### src/hdl/mpbm_ram.sv
`timescale 1ns / 1ps
`default_nettype none
// ---------------------------------------------------------------------------
// mpbm_ram
// Simple dual-port RAM: one write port, one read port, registered read.
// ---------------------------------------------------------------------------
module mpbm_ram #(
    parameter int WIDTH = 9,
    parameter int DEPTH = 256
) (
    input  wire logic                     i_clk,
    input  wire logic                     i_we,
    input  wire logic [$clog2(DEPTH)-1:0] i_waddr,
    input  wire logic [WIDTH-1:0]         i_wdata,
    input  wire logic [$clog2(DEPTH)-1:0] i_raddr,
    output logic      [WIDTH-1:0]         o_rdata
);

    logic [WIDTH-1:0] r_mem [DEPTH];

    always_ff @(posedge i_clk) begin
        if (i_we) begin
            r_mem[i_waddr] <= i_wdata;
        end
        o_rdata <= r_mem[i_raddr];
    end

endmodule
`default_nettype wire
### config.mk
export PLATFORM = sky130hd
export DESIGN_NAME = mpbm_ram
export DESIGN_NICKNAME = d
export VERILOG_FILES = /design/src/hdl/mpbm_ram.sv
export SDC_FILE = /design/constraint.sdc
export NUM_CORES = 2
export LEC_CHECK = 0
export BUFFER_PORTS_ARGS = -buffer_cell sky130_fd_sc_hd__clkbuf_2
export CAP_MARGIN = 15
export CELL_PAD_IN_SITES_DETAIL_PLACEMENT = 1
export CELL_PAD_IN_SITES_GLOBAL_PLACEMENT = 2
export CORE_MARGIN = 10
export CORE_UTILIZATION = 40
export DETAILED_ROUTE_END_ITERATION = 8
export PLACE_DENSITY_LB_ADDON = 0.1
export SLEW_MARGIN = 0
export SYNTH_ARGS = -nofsm -noshare
export SYNTH_HDL_FRONTEND = slang
export SYNTH_SLANG_ARGS = --single-unit
### constraint.sdc
create_clock -name i_clk -period 1.99 [get_ports i_clk]
set_input_delay 0.199 -clock i_clk [delete_from_list [all_inputs] [get_ports i_clk]]
set_output_delay 0.199 -clock i_clk [all_outputs]
set_load 0.05 [all_outputs]
* After elaboration in Yosys (flattened, before gate mapping) *
Memories as Yosys holds them, arrays and structs flattened. A register that Yosys moved wholly into a read port is not among the register bits.
Index checks and enable logic that the tools add are counted.
W data, S select, Z words.

operators by class
  mux-type cells = 2

operators with widths
  kind     number
  $mux W1  2

storage, ports and cells
  RAM bits = 2,304
  flip-flop bits (word level) = 0
  memories kept = 1
  input bits = 27

memory list
  memory  depth  width  rd ports  clocked after Yosys merged registers in  wr ports  line  text
  r_mem   256    9      1         1                                        1         19    logic [WIDTH-1:0] r_mem [DEPTH];

* Longest topological paths before layout *
  word-level depth = 2
  depth in mapped cells = 11
  mapped depth without buffers = 6

* Worst setup path before layout *
No wires, ideal clock.

  path kind = input port to flip-flop
  start = in i_waddr[3]
  end = mem r_mem[235][0] (enable)
  stages on the path = 6
  arrival time = 1.686 ns
  setup slack = -0.070 ns
  data required time = 1.616 ns
  setup time = 0.374 ns
  cell sequence = clkbuf_1 -> nor2b_1 -> clkbuf_1 -> nand4_1 -> clkbuf_1 -> nor2_1

RTL lines
  what                line  text
  start: declaration  13    input wire logic [$clog2(DEPTH)-1:0] i_waddr,
  end: declaration    19

Straight into the memory's write port.

==> flow_metrics.tcl <==
set metrics [dict create \
    synth-edff-count 2304 \
    cts.sinks 2313 \
    grt_pass1_vias 49000 \
    yosys.area_share.adder_pct 0 \
    cap_viol_max_count 0 \
    start_util_pct 40.2 \
    fin_crit_sh_pct 121 \
    end_kind "flip-flop" \
    core_um2 222000 \
    vdd_ir_drop_max_mv 0.971 \
    portBuffers 35 \
    cp.arrival_ns 3.14 \
    rsz0062_at_grt "true" \
    synth-compound-area-share_pct 3.75 \
    seq_area_frac_synth_pct 77.7 \
    cpMostUsedCell "nor4_2" \
    critPathRequiredTime_ns 2.73 \
    place_area_um2 100000 \
    static-leakage-power_nw 35.4 \
    wl_per_cell_um 31.8 \
    dp_hpwl_um 176000 \
    final_hold_viol_count 0 \
    die_area_um2 242000 \
    drtPass1Iterations 5 \
    period_minus_slack_ns 2.41 \
    crit_path_start_kind "flip-flop" \
    antenna_left 0 \
    crit_fanout 1 \
    wl_um 265000 \
    synthMuxAreaShare_pct 14.3 \
    gp_congestion 0.834 \
    synth-main-ff-cell "edfxtp_1" \
    post_cts_buffers 0 \
    clkLatencyLatePin_ns 0.88 \
    design_area_um2 109000 \
    syn_area_per_cell_um2 21.1 \
    drive_gt1_share_pct 36.0 \
    fmax_mhz 416 \
    grt_max_degree 90 \
    status "finished with violations" \
    routed_via_density 5.62 \
    layout_setup_ws_ns -0.415 \
    grt_pass1_wl_um 376000 \
    slowest_delay_ns 0.69 \
    cts_inserted_buffers 240 \
    nets 5170 \
    cts.path.max_buffers 3 \
    crit_path_cell_trace "mux4_2 > a22oi_1 > a31oi_1 > nor4_2 > nor4_2" \
    slew_headroom_pct 15.0 \
    num_vias 46800 \
    failed_checks "negative setup slack" \
    grt_usage_pct 21.5 \
    synth_nets 4264 \
    area_growth_pct 22.0 \
    synthSimpleGateAreaFrac_pct 2.50 \
    power_mw 104 \
    crit_slowest_cell "nor4_2" \
    final_util_pct 49.1 \
    synthArstFlopShare_pct 0 \
    max_slew.worst_pin.slew_ns 1.27 \
    syn_area_um2 89300 \
    die_y_um 492 \
    grt_overflow 0 \
    drc 0 \
    slew_viol_final 0 \
    synth_top_family_by_area "multiplexers" \
    num_rows 173 \
    antenna_found_initial 13 \
    die_w_um 492 \
    drtIter0Drc 4676 \
    cts_root_buffer "clkbuf_16" \
    cts.reportedPaths.clkPinSlew_ns 0.06 \
    clock_skew_ns 0.0410 \
    io_pins 36 \
    synth_seq_cells 2313 \
    yosysWarnings 0 \
    yosys.area_share.xor_xnor_pct 0 \
    cts_tree "yes" \
    hold_class "in -> reg" \
    ys_types 57 \
    htreeDepth 4 \
    power.density_nw_per_um2 956 \
    synth_cells 4237 \
    setup_viol 7 \
    crit_type "reg -> reg" \
]
[cells in the mapped netlist, drive strengths merged, types with 4 or more instances]
library cell	count	area (um2)
o21ai	36	180
nand2b	9	56.3
nor3b	4	35.0
nand4	11	68.8
mux2i	177	1770
o31a	8	70.1
a31oi	10	62.6
mux2	21	236
dfxtp	9	180
nor3	21	105
o22ai	65	407
clkbuf	120	450
nor2	305	1140
a22o	8	70.1
a221oi	11	96.3
nor4	27	169
a211oi	26	195
mux4	476	10800
nor2b	28	175
edfxtp	2304	69200
a22oi	174	1310
or2	6	37.5
o221ai	36	322
nand2	40	150
buf	139	1110
and3b	4	35.0
nand3	31	155
a21oi	98	490
[sequential cells by signal, indices dropped and copies added, names as in the netlist]
| register | count |
|---|---|
| o_rdata | 9 |
| r_mem | 2304 |
[where the power goes]
| group | internal [mW] | switching [mW] |
|---|---|---|
| Clock | 24.9 | 18.9 |
| Sequential | 53.7 | 0.130 |
| Combinational | 2.58 | 3.98 |
[cells by family (layout without fill, tap and decap cells)]
| kind of cell | Yosys count | after routing |
|---|---|---|
| AO/OA/AOI/OAI | 489 | 489 |
| buffers and inverters | 261 | 1373 |
| flip-flops | 2313 | 2313 |
| multiplexers | 674 | 674 |
| other | 0 | 7 |
| AND/OR/NAND/NOR | 500 | 500 |
[cell usage in the layout (no fill, tap or decap), drive strengths merged, types with 10 or more instances in the layout]
cell type and instances:
mux2i 177, clkbuf 316, bufinv 19, buf 891, a21oi 98, nor2b 28
o22ai 65, nand2 40, nor3 21, o21ai 36, nor4 27, clkinv 124
nand4 11, a211oi 26, edfxtp 2304, a22oi 174, nor2 305, a31oi 10
mux4 476, nand3 31, o221ai 36, a221oi 11, mux2 21
[worst max-delay path: cells and delay by family (launching register included)]
family / cells / cell delay (ns)
compound gates: 2 / 0.59
simple gates: 2 / 0.79
mux: 1 / 0.48
flops: 1 / 0.39
[path summary, 6_finish.rpt]
check,start,end,slack (ns),cells past startpoint
worst max-delay path,r_mem[57][4]$_DFFE_PP_,o_rdata[4]$_DFF_P_,-0.42,5
worst min-delay path,i_waddr[7],r_mem[233][0]$_DFFE_PP_,0.09,4
worst max register to register,r_mem[57][4]$_DFFE_PP_,o_rdata[4]$_DFF_P_,-0.42,5
worst min register to register,r_mem[39][2]$_DFFE_PP_,o_rdata[2]$_DFF_P_,0.99,5
[through the flow]
| step | setup WS (ns) | instances | setup TNS (ns) | hold WS, ns |
|---|---|---|---|---|
| 2_1_floorplan | -0.0704 | 4237 | -54.92 | 0.298 |
| 3_3_place_gp | -1.45 | 7872 | -10.59 | 0.586 |
| 3_5_place_dp | -1.48 | 7872 | -10.68 | 0.594 |
| 4_1_cts | -0.368 | 8326 | -1.74 | 0.0211 |
| 5_1_grt | -0.405 | 8325 | -1.70 | 0.0756 |
| 6_report | -0.415 | 8331 | -1.40 | 0.0939 |
[layout make-up]
class,count,area [um2]
inverter,2,7.51
timing repair buffer,923,8820
clock inverter,155,1300
clock buffer,293,6320
antenna,7,17.5
fill,20100,113000
sequential,2313,69400
tap,2975,3720
multi-input combinational,1663,19400
[per-layer routing]
layer	up-vias	routed length, um	track usage [%]
li1	19600	-	-
met1	25500	118000	31.2
met5	-	11	0
met4	2	4540	4.15
met2	1335	127000	34.6
met3	279	15400	3.56
[timing repair]
item	in CTS	in global routing
endpoints found under the setup margin	16	9
pin swaps	39	28
gates resized for setup	126	61
hold buffers	9	0
endpoints found under the hold margin	1371	0
Note: power is estimated with default switching activity, not from simulation.
